File: src/rtl/mdjpf_pkg.sv
// shared types and constants of the max dijet mass pair finder
`timescale 1ns / 1ps
`default_nettype none
package mdjpf_pkg;

  // field widths
  localparam int PtW     = 16;
  localparam int EtaW    = 11;
  localparam int EtaMaxW = 10;
  localparam int EnergyW = 16;
  localparam int MomW    = 16;
  localparam int IndexW  = 4;
  localparam int MassW   = 34;
  localparam int CfgDataW = 16;
  localparam int CfgIdxW  = 1;

  // one stored jet: energy, px, py, pz
  localparam int JetW = EnergyW + 3 * MomW;

  localparam int MaxJetsDefault = 16;

  localparam logic [PtW-1:0]     PtMinReset  = '0;
  localparam logic [EtaMaxW-1:0] EtaMaxReset = 10'd640;

  typedef enum logic [CfgIdxW-1:0] {
    CFG_PT_MIN  = 1'b0,
    CFG_ETA_MAX = 1'b1
  } cfg_idx_e;

  // controller to datapath
  typedef struct packed {
    logic accept;  // input transaction taken this cycle
    logic issue;   // read one stored jet and pair it
    logic emit;    // load result register and clear the event
  } dp_cmd_t;

  // datapath to controller
  typedef struct packed {
    logic jet_pairs;   // offered jet passes, is in range and has partners
    logic jet_last;    // offered jet ends the event
    logic issue_last;  // current issue reads the last partner
    logic pipe_empty;  // no pair left in the mass pipeline
    logic out_free;    // result register can take a new result
  } dp_status_t;

endpackage
`default_nettype wire

File: src/rtl/mdjpf_ram.sv
// generic single write port ram with registered read
`timescale 1ns / 1ps
`default_nettype none
module mdjpf_ram #(
  parameter int Width = 8,
  parameter int Depth = 16
) (
  input  wire logic                     clk_i,
  input  wire logic                     we_i,
  input  wire logic [$clog2(Depth)-1:0] waddr_i,
  input  wire logic [Width-1:0]         wdata_i,
  input  wire logic                     re_i,
  input  wire logic [$clog2(Depth)-1:0] raddr_i,
  output      logic [Width-1:0]         rdata_o
);

  logic [Width-1:0] mem_q [Depth];
  logic [Width-1:0] rdata_q;

  always_ff @(posedge clk_i) begin
    if (we_i) begin
      mem_q[waddr_i] <= wdata_i;
    end
    if (re_i) begin
      rdata_q <= mem_q[raddr_i];
    end
  end

  assign rdata_o = rdata_q;

endmodule
`default_nettype wire

File: src/rtl/mdjpf_ctrl.sv
// controller state machine of the max dijet mass pair finder
`timescale 1ns / 1ps
`default_nettype none
module mdjpf_ctrl (
  input  wire logic                   clk_i,
  input  wire logic                   rst_ni,
  input  wire logic                   in_valid_i,
  output      logic                   in_stall_o,
  output      mdjpf_pkg::dp_cmd_t     cmd_o,
  input  wire mdjpf_pkg::dp_status_t  status_i
);
  import mdjpf_pkg::*;

  typedef enum logic [1:0] {
    S_IDLE,
    S_ISSUE,
    S_DRAIN,
    S_EMIT
  } state_e;

  state_e state_q;
  logic   last_q;
  logic   stall_q;
  logic   accept;

  assign accept     = in_valid_i && !stall_q;
  assign in_stall_o = stall_q;

  assign cmd_o.accept = accept;
  assign cmd_o.issue  = (state_q == S_ISSUE);
  assign cmd_o.emit   = (state_q == S_EMIT) && status_i.out_free;

  always_ff @(posedge clk_i or negedge rst_ni) begin
    if (!rst_ni) begin
      state_q <= S_IDLE;
      last_q  <= 1'b0;
      stall_q <= 1'b0;
    end else begin
      unique case (state_q)
        S_IDLE: begin
          if (accept) begin
            last_q <= status_i.jet_last;
            if (status_i.jet_pairs) begin
              state_q <= S_ISSUE;
              stall_q <= 1'b1;
            end else if (status_i.jet_last) begin
              state_q <= S_EMIT;
              stall_q <= 1'b1;
            end
          end
        end
        S_ISSUE: begin
          if (status_i.issue_last) begin
            state_q <= S_DRAIN;
          end
        end
        S_DRAIN: begin
          if (status_i.pipe_empty) begin
            if (last_q) begin
              state_q <= S_EMIT;
            end else begin
              state_q <= S_IDLE;
              stall_q <= 1'b0;
            end
          end
        end
        S_EMIT: begin
          if (status_i.out_free) begin
            state_q <= S_IDLE;
            stall_q <= 1'b0;
          end
        end
        default: begin
          state_q <= S_IDLE;
          stall_q <= 1'b0;
        end
      endcase
    end
  end

endmodule
`default_nettype wire

File: src/rtl/mdjpf_dpath.sv
// datapath of the max dijet mass pair finder: jet store, mass pipeline, best pair
`timescale 1ns / 1ps
`default_nettype none
module mdjpf_dpath #(
  parameter int MaxJets = mdjpf_pkg::MaxJetsDefault
) (
  input  wire logic                              clk_i,
  input  wire logic                              rst_ni,
  input  wire logic                              cfg_we_i,
  input  wire mdjpf_pkg::cfg_idx_e               cfg_idx_i,
  input  wire logic [mdjpf_pkg::CfgDataW-1:0]    cfg_wdata_i,
  input  wire logic [mdjpf_pkg::PtW-1:0]         jet_pt_i,
  input  wire logic signed [mdjpf_pkg::EtaW-1:0] jet_eta_i,
  input  wire logic [mdjpf_pkg::EnergyW-1:0]     jet_energy_i,
  input  wire logic signed [mdjpf_pkg::MomW-1:0] jet_px_i,
  input  wire logic signed [mdjpf_pkg::MomW-1:0] jet_py_i,
  input  wire logic signed [mdjpf_pkg::MomW-1:0] jet_pz_i,
  input  wire logic                              last_jet_i,
  input  wire mdjpf_pkg::dp_cmd_t                cmd_i,
  output      mdjpf_pkg::dp_status_t             status_o,
  input  wire logic                              out_stall_i,
  output      logic                              out_valid_o,
  output      logic                              pair_found_o,
  output      logic [mdjpf_pkg::IndexW-1:0]      first_index_o,
  output      logic [mdjpf_pkg::IndexW-1:0]      second_index_o,
  output      logic [mdjpf_pkg::MassW-1:0]       mass_squared_o,
  output      logic                              jets_dropped_o
);
  import mdjpf_pkg::*;

  localparam int AddrW = $clog2(MaxJets);
  localparam int CntW  = $clog2(MaxJets + 1);
  localparam int WordW = AddrW + JetW;
  localparam int SumW  = MomW + 1;
  localparam int SqW   = 2 * SumW;
  localparam int M2W   = SqW + 2;

  // configuration registers
  logic [PtW-1:0]     pt_min_q;
  logic [EtaMaxW-1:0] eta_max_q;

  always_ff @(posedge clk_i or negedge rst_ni) begin
    if (!rst_ni) begin
      pt_min_q  <= PtMinReset;
      eta_max_q <= EtaMaxReset;
    end else if (cfg_we_i) begin
      unique case (cfg_idx_i)
        CFG_PT_MIN:  pt_min_q  <= cfg_wdata_i[PtW-1:0];
        CFG_ETA_MAX: eta_max_q <= cfg_wdata_i[EtaMaxW-1:0];
      endcase
    end
  end

  // event state
  logic [CntW-1:0]  seen_q, stored_q, pairs_q, k_q;
  logic             dropped_q;
  logic [MassW-1:0] best_mass_q;
  logic [AddrW-1:0] best_first_q, best_second_q;

  // jet selection on the offered item
  logic [EtaW-1:0] abs_eta;
  logic            jet_pass, in_range, store_en;

  assign abs_eta  = jet_eta_i[EtaW-1] ? EtaW'(-jet_eta_i) : EtaW'(jet_eta_i);
  assign jet_pass = (jet_pt_i >= pt_min_q) && (abs_eta <= {1'b0, eta_max_q});
  assign in_range = (seen_q < CntW'(MaxJets));
  assign store_en = cmd_i.accept && in_range && jet_pass;

  // current jet held while it is paired against the store
  logic [EnergyW-1:0]     cur_e_q;
  logic signed [MomW-1:0] cur_px_q, cur_py_q, cur_pz_q;
  logic [AddrW-1:0]       cur_pos_q;

  always_ff @(posedge clk_i) begin
    if (store_en) begin
      cur_e_q   <= jet_energy_i;
      cur_px_q  <= jet_px_i;
      cur_py_q  <= jet_py_i;
      cur_pz_q  <= jet_pz_i;
      cur_pos_q <= seen_q[AddrW-1:0];
    end
  end

  // jet store
  logic [WordW-1:0] wr_word, rd_word;

  assign wr_word = {seen_q[AddrW-1:0], jet_energy_i, jet_px_i, jet_py_i, jet_pz_i};

  mdjpf_ram #(
    .Width (WordW),
    .Depth (MaxJets)
  ) u_store (
    .clk_i   (clk_i),
    .we_i    (store_en),
    .waddr_i (stored_q[AddrW-1:0]),
    .wdata_i (wr_word),
    .re_i    (cmd_i.issue),
    .raddr_i (k_q[AddrW-1:0]),
    .rdata_o (rd_word)
  );

  logic [AddrW-1:0]       rd_pos;
  logic [EnergyW-1:0]     rd_e;
  logic signed [MomW-1:0] rd_px, rd_py, rd_pz;

  assign {rd_pos, rd_e, rd_px, rd_py, rd_pz} = rd_word;

  // mass pipeline: read, sums, squares, difference, compare
  logic                   rd_v_q, sum_v_q, sq_v_q, m2_v_q;
  logic [SumW-1:0]        e_sum_q;
  logic signed [SumW-1:0] x_sum_q, y_sum_q, z_sum_q;
  logic [SqW-1:0]         e2_q;
  logic signed [SqW-1:0]  x2_q, y2_q, z2_q;
  logic signed [M2W-1:0]  m2_q;
  logic [AddrW-1:0]       ip_sum_q, ip_sq_q, ip_m2_q;

  always_ff @(posedge clk_i or negedge rst_ni) begin
    if (!rst_ni) begin
      rd_v_q  <= 1'b0;
      sum_v_q <= 1'b0;
      sq_v_q  <= 1'b0;
      m2_v_q  <= 1'b0;
    end else begin
      rd_v_q  <= cmd_i.issue;
      sum_v_q <= rd_v_q;
      sq_v_q  <= sum_v_q;
      m2_v_q  <= sq_v_q;
    end
  end

  always_ff @(posedge clk_i) begin
    e_sum_q  <= SumW'(rd_e) + SumW'(cur_e_q);
    x_sum_q  <= SumW'(rd_px) + SumW'(cur_px_q);
    y_sum_q  <= SumW'(rd_py) + SumW'(cur_py_q);
    z_sum_q  <= SumW'(rd_pz) + SumW'(cur_pz_q);
    ip_sum_q <= rd_pos;

    e2_q    <= e_sum_q * e_sum_q;
    x2_q    <= x_sum_q * x_sum_q;
    y2_q    <= y_sum_q * y_sum_q;
    z2_q    <= z_sum_q * z_sum_q;
    ip_sq_q <= ip_sum_q;

    m2_q    <= $signed({2'b00, e2_q}) - M2W'(x2_q) - M2W'(y2_q) - M2W'(z2_q);
    ip_m2_q <= ip_sq_q;
  end

  // strictly positive and better, earlier first jet wins a tie
  logic m2_pos, m2_better;

  assign m2_pos    = !m2_q[M2W-1] && (m2_q != '0);
  assign m2_better = m2_pos &&
                     ((m2_q[MassW-1:0] > best_mass_q) ||
                      ((m2_q[MassW-1:0] == best_mass_q) && (ip_m2_q < best_first_q)));

  always_ff @(posedge clk_i or negedge rst_ni) begin
    if (!rst_ni) begin
      seen_q        <= '0;
      stored_q      <= '0;
      pairs_q       <= '0;
      k_q           <= '0;
      dropped_q     <= 1'b0;
      best_mass_q   <= '0;
      best_first_q  <= '0;
      best_second_q <= '0;
    end else if (cmd_i.emit) begin
      seen_q        <= '0;
      stored_q      <= '0;
      dropped_q     <= 1'b0;
      best_mass_q   <= '0;
      best_first_q  <= '0;
      best_second_q <= '0;
    end else begin
      if (cmd_i.accept) begin
        k_q     <= '0;
        pairs_q <= stored_q;
        if (in_range) begin
          seen_q <= seen_q + CntW'(1);
        end else begin
          dropped_q <= 1'b1;
        end
      end
      if (store_en) begin
        stored_q <= stored_q + CntW'(1);
      end
      if (cmd_i.issue) begin
        k_q <= k_q + CntW'(1);
      end
      if (m2_v_q && m2_better) begin
        best_mass_q   <= m2_q[MassW-1:0];
        best_first_q  <= ip_m2_q;
        best_second_q <= cur_pos_q;
      end
    end
  end

  // result register
  logic             out_valid_q, found_q, dropped_out_q;
  logic [IndexW-1:0] first_q, second_q;
  logic [MassW-1:0] mass_q;
  logic             out_free;

  assign out_free = !out_valid_q || !out_stall_i;

  always_ff @(posedge clk_i or negedge rst_ni) begin
    if (!rst_ni) begin
      out_valid_q <= 1'b0;
    end else if (cmd_i.emit) begin
      out_valid_q <= 1'b1;
    end else if (!out_stall_i) begin
      out_valid_q <= 1'b0;
    end
  end

  // indices stay zero while no pair has been found
  always_ff @(posedge clk_i) begin
    if (cmd_i.emit) begin
      found_q       <= (best_mass_q != '0);
      first_q       <= IndexW'(best_first_q);
      second_q      <= IndexW'(best_second_q);
      mass_q        <= best_mass_q;
      dropped_out_q <= dropped_q;
    end
  end

  assign out_valid_o    = out_valid_q;
  assign pair_found_o   = found_q;
  assign first_index_o  = first_q;
  assign second_index_o = second_q;
  assign mass_squared_o = mass_q;
  assign jets_dropped_o = dropped_out_q;

  assign status_o.jet_pairs  = in_range && jet_pass && (stored_q != '0);
  assign status_o.jet_last   = last_jet_i;
  assign status_o.issue_last = ((k_q + CntW'(1)) == pairs_q);
  assign status_o.pipe_empty = !(rd_v_q || sum_v_q || sq_v_q || m2_v_q);
  assign status_o.out_free   = out_free;

endmodule
`default_nettype wire

File: src/rtl/max_dijet_mass_pair_finder.sv
// top level of the max dijet mass pair finder
//
// usage: jets of one event arrive one per input transaction on the valid and
// stall channel (pt, eta, energy, px, py, pz, last_jet). a jet passes when
// pt >= pt_min and |eta| <= eta_max; each passing jet is paired against every
// earlier passing jet of the event and the pair of largest positive mass
// squared is kept. the jet with last_jet set closes the event: one result
// transaction (pair_found, both indices, mass_squared, jets_dropped) follows
// and the event state is cleared. jets past MAX_JETS are ignored and flagged.
// pairing: a passing jet with stored partners holds the input until its
// partners, one per cycle through the jet store read port, have drained from
// a four stage mass pipeline; any other jet stalls the input only when it
// closes the event. the last jet holds the input until the result register
// is loaded. pt_min and eta_max are written on the cfg port between events.
// reset: clears the event, pt_min to 0 and eta_max to 640; the jet store is
// not cleared, only entries written in the current event are read.
// a stalled result is held in the output register while the next event's
// jets are accepted; only the closing of the next event waits for it.
`timescale 1ns / 1ps
`default_nettype none
module max_dijet_mass_pair_finder #(
  parameter int MAX_JETS = mdjpf_pkg::MaxJetsDefault
) (
  input  wire logic                              clk_i,
  input  wire logic                              rst_ni,
  // configuration write port
  input  wire logic                              cfg_we_i,
  input  wire mdjpf_pkg::cfg_idx_e               cfg_idx_i,
  input  wire logic [mdjpf_pkg::CfgDataW-1:0]    cfg_wdata_i,
  // jet input channel
  input  wire logic                              in_valid_i,
  output      logic                              in_stall_o,
  input  wire logic [mdjpf_pkg::PtW-1:0]         jet_pt_i,
  input  wire logic signed [mdjpf_pkg::EtaW-1:0] jet_eta_i,
  input  wire logic [mdjpf_pkg::EnergyW-1:0]     jet_energy_i,
  input  wire logic signed [mdjpf_pkg::MomW-1:0] jet_px_i,
  input  wire logic signed [mdjpf_pkg::MomW-1:0] jet_py_i,
  input  wire logic signed [mdjpf_pkg::MomW-1:0] jet_pz_i,
  input  wire logic                              last_jet_i,
  // result channel
  output      logic                              out_valid_o,
  input  wire logic                              out_stall_i,
  output      logic                              pair_found_o,
  output      logic [mdjpf_pkg::IndexW-1:0]      first_index_o,
  output      logic [mdjpf_pkg::IndexW-1:0]      second_index_o,
  output      logic [mdjpf_pkg::MassW-1:0]       mass_squared_o,
  output      logic                              jets_dropped_o
);
  import mdjpf_pkg::*;

  dp_cmd_t    cmd;
  dp_status_t status;

  // sequencing: accept, partner issue, pipeline drain, result load
  mdjpf_ctrl u_ctrl (
    .clk_i      (clk_i),
    .rst_ni     (rst_ni),
    .in_valid_i (in_valid_i),
    .in_stall_o (in_stall_o),
    .cmd_o      (cmd),
    .status_i   (status)
  );

  // jet store, mass pipeline, best pair tracking and result register
  mdjpf_dpath #(
    .MaxJets (MAX_JETS)
  ) u_dpath (
    .clk_i          (clk_i),
    .rst_ni         (rst_ni),
    .cfg_we_i       (cfg_we_i),
    .cfg_idx_i      (cfg_idx_i),
    .cfg_wdata_i    (cfg_wdata_i),
    .jet_pt_i       (jet_pt_i),
    .jet_eta_i      (jet_eta_i),
    .jet_energy_i   (jet_energy_i),
    .jet_px_i       (jet_px_i),
    .jet_py_i       (jet_py_i),
    .jet_pz_i       (jet_pz_i),
    .last_jet_i     (last_jet_i),
    .cmd_i          (cmd),
    .status_o       (status),
    .out_stall_i    (out_stall_i),
    .out_valid_o    (out_valid_o),
    .pair_found_o   (pair_found_o),
    .first_index_o  (first_index_o),
    .second_index_o (second_index_o),
    .mass_squared_o (mass_squared_o),
    .jets_dropped_o (jets_dropped_o)
  );

endmodule
`default_nettype wire

File: config.mk
export PLATFORM = sky130hd
export DESIGN_NAME = max_dijet_mass_pair_finder
export DESIGN_NICKNAME = d
export VERILOG_FILES = /design/src/rtl/mdjpf_pkg.sv /design/src/rtl/mdjpf_ram.sv /design/src/rtl/mdjpf_ctrl.sv /design/src/rtl/mdjpf_dpath.sv /design/src/rtl/max_dijet_mass_pair_finder.sv
export SDC_FILE = /design/constraint.sdc
export NUM_CORES = 2
export LEC_CHECK = 0
export BUFFER_PORTS_ARGS = -buffer_cell sky130_fd_sc_hd__buf_2
export CORE_UTILIZATION = 64
export CTS_CLUSTER_DIAMETER = 30
export DETAILED_ROUTE_END_ITERATION = 16
export GPL_ROUTABILITY_DRIVEN = 0
export GPL_TIMING_DRIVEN = 0
export PLACE_DENSITY = 0.8
export SYNTH_ARGS = -nofsm -noshare
export SYNTH_HDL_FRONTEND = slang
export SYNTH_SLANG_ARGS = --single-unit
File: constraint.sdc
create_clock -name clk_i -period 8.59 [get_ports clk_i]
set_input_delay 0.859 -clock clk_i [delete_from_list [all_inputs] [get_ports clk_i]]
set_output_delay 0.859 -clock clk_i [all_outputs]
set_load 0.02 [all_outputs]
-- Yosys cells after proc, flatten, opt, wreduce, memory -nomap -nowiden
Memories as Yosys holds them, arrays and structs flattened. A register that Yosys moved wholly into a read port is not among the register bits.
Index checks and enable logic that the tools add are counted.
- equal/unequal tests: 13
- multipliers: 4
- reduce and logical (&&, ||, !) cells: 39
- bitwise logic cells: 2
- $add $sub $neg: 11
- order comparisons: 5
- mux-type cells: 36
- operators by type and width (cell ; count):
    multiplier 17 x 17 -> 34 bit ; 4
    subtractor 36 x 34 -> 36 bit ; 2
    adder 16 x 16 -> 17 bit ; 4
    two-way mux 34 bit ; 2
    nonzero test 36 bit ; 1
    subtractor 35 x 34 -> 36 bit ; 1
    two-way mux 5 bit ; 7
    == test 34 bit ; 1
    > comparator 34 bit ; 1
    nonzero test 34 bit ; 1
    greater-or-equal comparator 16 bit ; 1
    two-way mux 4 bit ; 4
    adder 5 x 1 -> 5 bit, second input constant ; 3
    two-way mux 2 bit ; 7
    AND reduction 2 bit ; 7
    two-way mux 1 bit ; 13
    less-or-equal comparator 11 x 10 -> 1 bit ; 1
    logical AND 1 bit ; 11
    two-way mux 11 bit ; 1
    negation 11 bit ; 1
    nonzero test 2 bit ; 5
    inequality test 2 bit, second input constant ; 4
    one-hot mux 2 bit (4 select lines) ; 1
    inequality test 2 x 1 -> 1 bit, second input constant ; 3
    other kinds (15) ; 24
- memories: 1
- register bits: 462
- logic and storage cells: 151
- RAM bits: 1088
- input port bits: 114
- memory list (memory ; depth ; bits a word ; rd ports ; clocked after memory_dff ; write ports ; line ; RTL):
    u_dpath.u_store.mem_q ; 16 ; 68 ; 1 ; 1 ; 1 ; mdjpf_ram.sv:17 ; logic [Width-1:0] mem_q [Depth];

-- Logic depth before layout (Yosys ltp)
- depth after elaboration: 9
- depth in mapped cells: 26

-- Modules after synthesis
Synthesis repeated with hierarchy kept, for this count alone.
- cell total of the unflattened synthesis: 7478
- area total of the unflattened synthesis: 100113.5 um2
- modules (own cells, without submodules) (module ; cells an instance ; area each (um2) ; times used ; sequential area each (um2)):
    mdjpf_dpath ; 5700 ; 57157.3 ; 1 ; 10682.7
    mdjpf_ram ; 1750 ; 42659.7 ; 1 ; 34713.3
    mdjpf_ctrl ; 28 ; 296.5 ; 1 ; 100.1

-- Worst setup path before layout
OpenSTA, ideal clock, no wires.
- kind: input -> register
- start point: in jet_eta_i[3] (netlist bit)
- end point: mem u_dpath.u_store.mem_q[0][0] (netlist bit), enable pin
- setup slack: 1.070 ns
- data arrival time: 7.087 ns
- stages on the path: 15
- cells stage by stage: nor3_1 nand3_1 or2_2 o21ai_0 xnor2_1 ha_1 a21o_1 a211o_1 nor2_1 a211oi_1 nor3_2 and2_1 clkbuf_1 nor3b_1 and2_1
- longest elaborated chain between the ends: 7
- RTL lines (what ; line ; RTL):
    start: declaration ; max_dijet_mass_pair_finder.sv:34 ; input wire logic signed [mdjpf_pkg::EtaW-1:0] jet_eta_i,
    negation 11 bit ; mdjpf_dpath.sv:64 ; assign abs_eta = jet_eta_i[EtaW-1] ? EtaW'(-jet_eta_i) : EtaW'(jet_eta_i);
    two-way mux 11 bit (*) ; mdjpf_dpath.sv:64 ;
    less-or-equal comparator 11 x 10 -> 1 bit (*) ; mdjpf_dpath.sv:65 ; assign jet_pass = (jet_pt_i >= pt_min_q) && (abs_eta <= {1'b0, eta_max_q});
    logical AND 1 bit (*) ; mdjpf_dpath.sv:65 ;
    logical AND 1 bit (*) ; mdjpf_dpath.sv:67 ; assign store_en = cmd_i.accept && in_range && jet_pass;
    via u_dpath.store_en ; mdjpf_dpath.sv:62 ; logic jet_pass, in_range, store_en;
    two-way mux 1 bit (*) ; mdjpf_ram.sv:21 ; if (we_i) begin
    two-way mux 1 bit (not written as such) (*) ; mdjpf_ram.sv:22 ; mem_q[waddr_i] <= wdata_i;
    end: declaration ; mdjpf_ram.sv:17 ;
Mark *: on every way through the listed nets, which the timed path passes. The rest lies on a longest branch.

-- Worst setup path in the final report
- start point: reg u_dpath.x_sum_q[5]
- end point: reg u_dpath.x2_q[33]
- longest elaborated chain between the ends: 1
- RTL lines (what ; line ; RTL):
    start: declaration ; mdjpf_dpath.sv:111 ; logic signed [SumW-1:0] x_sum_q, y_sum_q, z_sum_q;
    start signal: assignment ; mdjpf_dpath.sv:133 ; x_sum_q <= SumW'(rd_px) + SumW'(cur_px_q);
    multiplier 17 x 17 -> 34 bit ; mdjpf_dpath.sv:139 ; x2_q <= x_sum_q * x_sum_q;
    end signal: assignment ; mdjpf_dpath.sv:139 ;
    end: declaration ; mdjpf_dpath.sv:113 ; logic signed [SqW-1:0] x2_q, y2_q, z2_q;
Every way passes these cells.
A chain may end at the register's enable or synchronous reset.

==> impl_metrics.yaml <==
layout:
  final_nets: 10119
  nFillCells: 9392
  drive_above_1_share_pct: 11.40
  area_growth_pct: 14.19
  stdcell_count: 10698
yosys:
  yosysWarnings: 0
  postSynthCellCount: 7902
  syn_area_per_cell_sq_um: 12.81
  async_reset_ff_share_pct: 6.072
  synth_area_leader_cell: "edfxtp_1"
  synth_cell_types: 88
  synth-main-ff-cell: "edfxtp_1"
  synth_fp_nets: 9628
  ys_seq_elements: 1614
  synth_area_leaders: "edfxtp_1 (38%), fa_1 (21%), ha_1 (6.9%), inv_1 (5.5%), dfxtp_1 (4.9%)"
  syn_area_sq_um: 101300
  seq_area_frac_synth_pct: 44.93
  synth_edf_count: 1268
  synth_top_area_share_pct: 37.60
clocking:
  tritoncts.num_buffers: 308
  clock_sinks: 1614
  cts.clk_slew.worst_paths_ns: 0.05
  clock_latency_ns: 0.94
  hold_buffers: 1
  cts_resized: 0
  cts-htree-levels: 5
  post_cts_buffers: 0
  clk_path_buf_depth: 4
  cts_tree: "built"
  cts_root_buf: "clkbuf_16"
timing:
  slew-limit-headroom_pct: 6.227
  fin_setup_tns_ns: 0
  drv_slew: 0
  rsz0062_at_grt: "no"
  fin_ws_ns: 0.9286
  fin_worst_skew_ns: 0.1343
  min_period_ns: 7.661
  fin_crit_sh_pct: 89.19
  max_slew.worst_pin.slew_ns: 1.389
  fmax_mhz: 130.5
  finalHoldViolCount: 0
  hold_slack_ns: 0.2231
  setup_viol: 0
detailed_routing:
  ant_nets: 0
  drc_errors: 0
  vias_per_cell: 6.070
  drt-initial-drc-count: 6487
  routed.top_layer: "met5"
  wl_met3_um: 24990
  met2WireLength_um: 125000
  avgRoutedWirePerCell_um: 24.00
  routed_wl_um: 256700
  drt_first_pass_iters: 8
  wl_met1_um: 92240
  vias: 64934
floorplan:
  core_sq_um: 156600
  die_w_um: 399.8
  num_io_pins: 160
  die_y_um: 399.8
  start_util_pct: 64.67
  die-area_sq_um: 159800
  placementRows: 145
run:
  maxCapViolCount: 0
setup_path:
  path_max_fanout: 10
  crit_arrival_ns: 8.39
  critPathRequiredTime_ns: 9.32
  endpoint_kind: "flip-flop"
  cp-start-kind: "flip-flop"
  path_class: "reg2reg"
min_path:
  hold_class: "in2reg"
grt:
  grt_pass1_wl_um: 393900
  grt.total_usage_pct: 32.84
  grt_pass1_vias: 69793
  grt_max_degree: 63
  antenna_found_initial: 26
  globalRouteOverflowTotal: 0
placement:
  portBuffers: 159
  dp.cells: 10140
  dpl.hpwl_um: 177800
  post-place-ws_ns: 1.118
status:
  status: "completed"
-- metal layers --
layer  GRT usage [%]  vias to the layer above
met5               0                        -
met3           7.318                      885
met2           54.05                     3808
met1           40.77                    32591
li1                -                    27628
met4           17.43                       22
-- layout make-up --
| type | count | area [sq um] | area share (%) |
|---|---|---|---|
| sequential | 1614 | 45500 | 39.35 |
| inverter | 1474 | 5535 | 4.787 |
| clock buffer | 366 | 8224 | 7.113 |
| multi-input combinational | 4586 | 49410 | 42.73 |
| clock inverter | 177 | 2136 | 1.847 |
| timing repair buffer | 181 | 1336 | 1.156 |
| antenna | 14 | 35.03 | 0.03030 |
| buffer | 228 | 879.6 | 0.7607 |
| tap | 2058 | 2575 | 2.227 |
-- cell families after synthesis --
group | share of synthesized area, %
AOI/OAI and AO/OA | 6.025
other | 0.003704
xor gates and xnor gates | 2.439
muxes | 6.442
adders and majority gates | 27.74
DFF | 44.93
and+or+nand+nor | 6.088
buffers and inverters | 6.328
-- synthesized netlist by cell type, types with 5 or more instances --
cell,n
mux4_2,136
buf_1,29
a211oi_1,18
nor3_1,41
o211ai_1,13
or2_2,18
inv_1,1472
a221oi_1,72
and3_1,27
clkbuf_1,184
mux2_2,85
nand2b_1,48
o31ai_1,11
mux2i_1,250
nand3_1,41
edfxtp_1,1268
nand2_1,482
dfxtp_1,248
o21a_1,32
nor2_1,228
a41o_1,7
o21ai_0,257
a21o_1,86
nand4_1,23
a211o_1,5
or3_1,12
nor2b_1,77
a31o_2,14
a21boi_0,14
o21bai_1,19
o311ai_0,6
nor4_1,21
ha_1,557
fa_1,1055
nand3b_1,7
a22oi_1,71
buf_2,15
a31oi_1,24
a21oi_1,237
xnor2_1,223
dfrtp_1,96
xor2_1,59
and2_1,231
-- through the flow --
stage	util (%)	instance area [sq um]
final	73.85	115600
after global routing	73.84	115600
after CTS	73.83	115600
after detailed placement	67.20	105200
after global placement	66.82	104600
after floorplan	-	101300
-- sequential cells by signal, summed over array words and instances, names as in the netlist, 33 cells and up --
register	flops
u_dpath.y2_q	33
u_dpath.e2_q	33
u_dpath.u_store.mem_q	1088
u_dpath.best_mass_q	34
u_dpath.m2_q	36
u_dpath.u_store.rdata_o	68
u_dpath.x2_q	33
u_dpath.z2_q	33
u_dpath.mass_squared_o	34
-- final timing paths --
path | from | endpoint | slack [ns] | cells past startpoint
worst max-delay path | u_dpath.x_sum_q[5] | u_dpath.x2_q[33] | 0.93 | 25
worst min register to register | u_dpath.ip_sum_q[3] | u_dpath.ip_sq_q[3] | 0.32 | 0
max in group asynchronous | rst_ni | u_dpath.eta_max_q[9] | 7.29 | 3
worst max register to register | u_dpath.x_sum_q[5] | u_dpath.x2_q[33] | 0.93 | 25
worst min-delay path | cfg_wdata_i[10] | u_dpath.pt_min_q[10] | 0.22 | 3
min in group asynchronous | rst_ni | u_dpath.best_mass_q[5] | 0.53 | 2
-- layout by cell type (no fill, tap or decap), types with 24 or more instances in the layout --
master      count
a31oi_1        24
clkinvlp_4     31
bufinv_16      36
a21o_1         86
fa_1         1055
a221oi_1       72
clkinv_2       38
a21oi_1       236
nand2_1       482
clkbuf_1      218
dfxtp_1       248
nor2b_1        77
nor3_1         41
buf_2         173
edfxtp_1     1268
nor2_1        228
mux2i_1       250
mux4_2        136
nand2b_1       48
buf_1          29
and2_1        220
o21a_1         32
inv_1        1471
nand3_1        41
clkbuf_16     315
ha_1          557
xnor2_1       223
dfrtp_1        96
o21ai_0       257
xor2_1         59
a22oi_1        71
mux2_2         85
-- critical path, stage by stage (launching register included) --
cell       delay, ns
dfxtp_1         0.62
clkbuf_1        0.48
clkbuf_1        0.53
nand2_1         0.15
fa_1            0.55
inv_1           0.07
fa_1            0.51
inv_1           0.06
fa_1            0.53
inv_1           0.05
fa_1            0.40
fa_1            0.51
inv_1           0.05
fa_1            0.54
inv_1           0.06
ha_1            0.40
nor2_1          0.07
o31ai_1         0.23
a21oi_1         0.12
o21ai_0         0.24
nor3b_1         0.35
o2111ai_1       0.25
a22oi_1         0.35
a21o_1          0.18
a21oi_1         0.07
xnor2_1         0.12
Power is left out: the tool's default activity adds up to more than one toggle a clock period on the data nets, which glitch-free logic cannot reach.
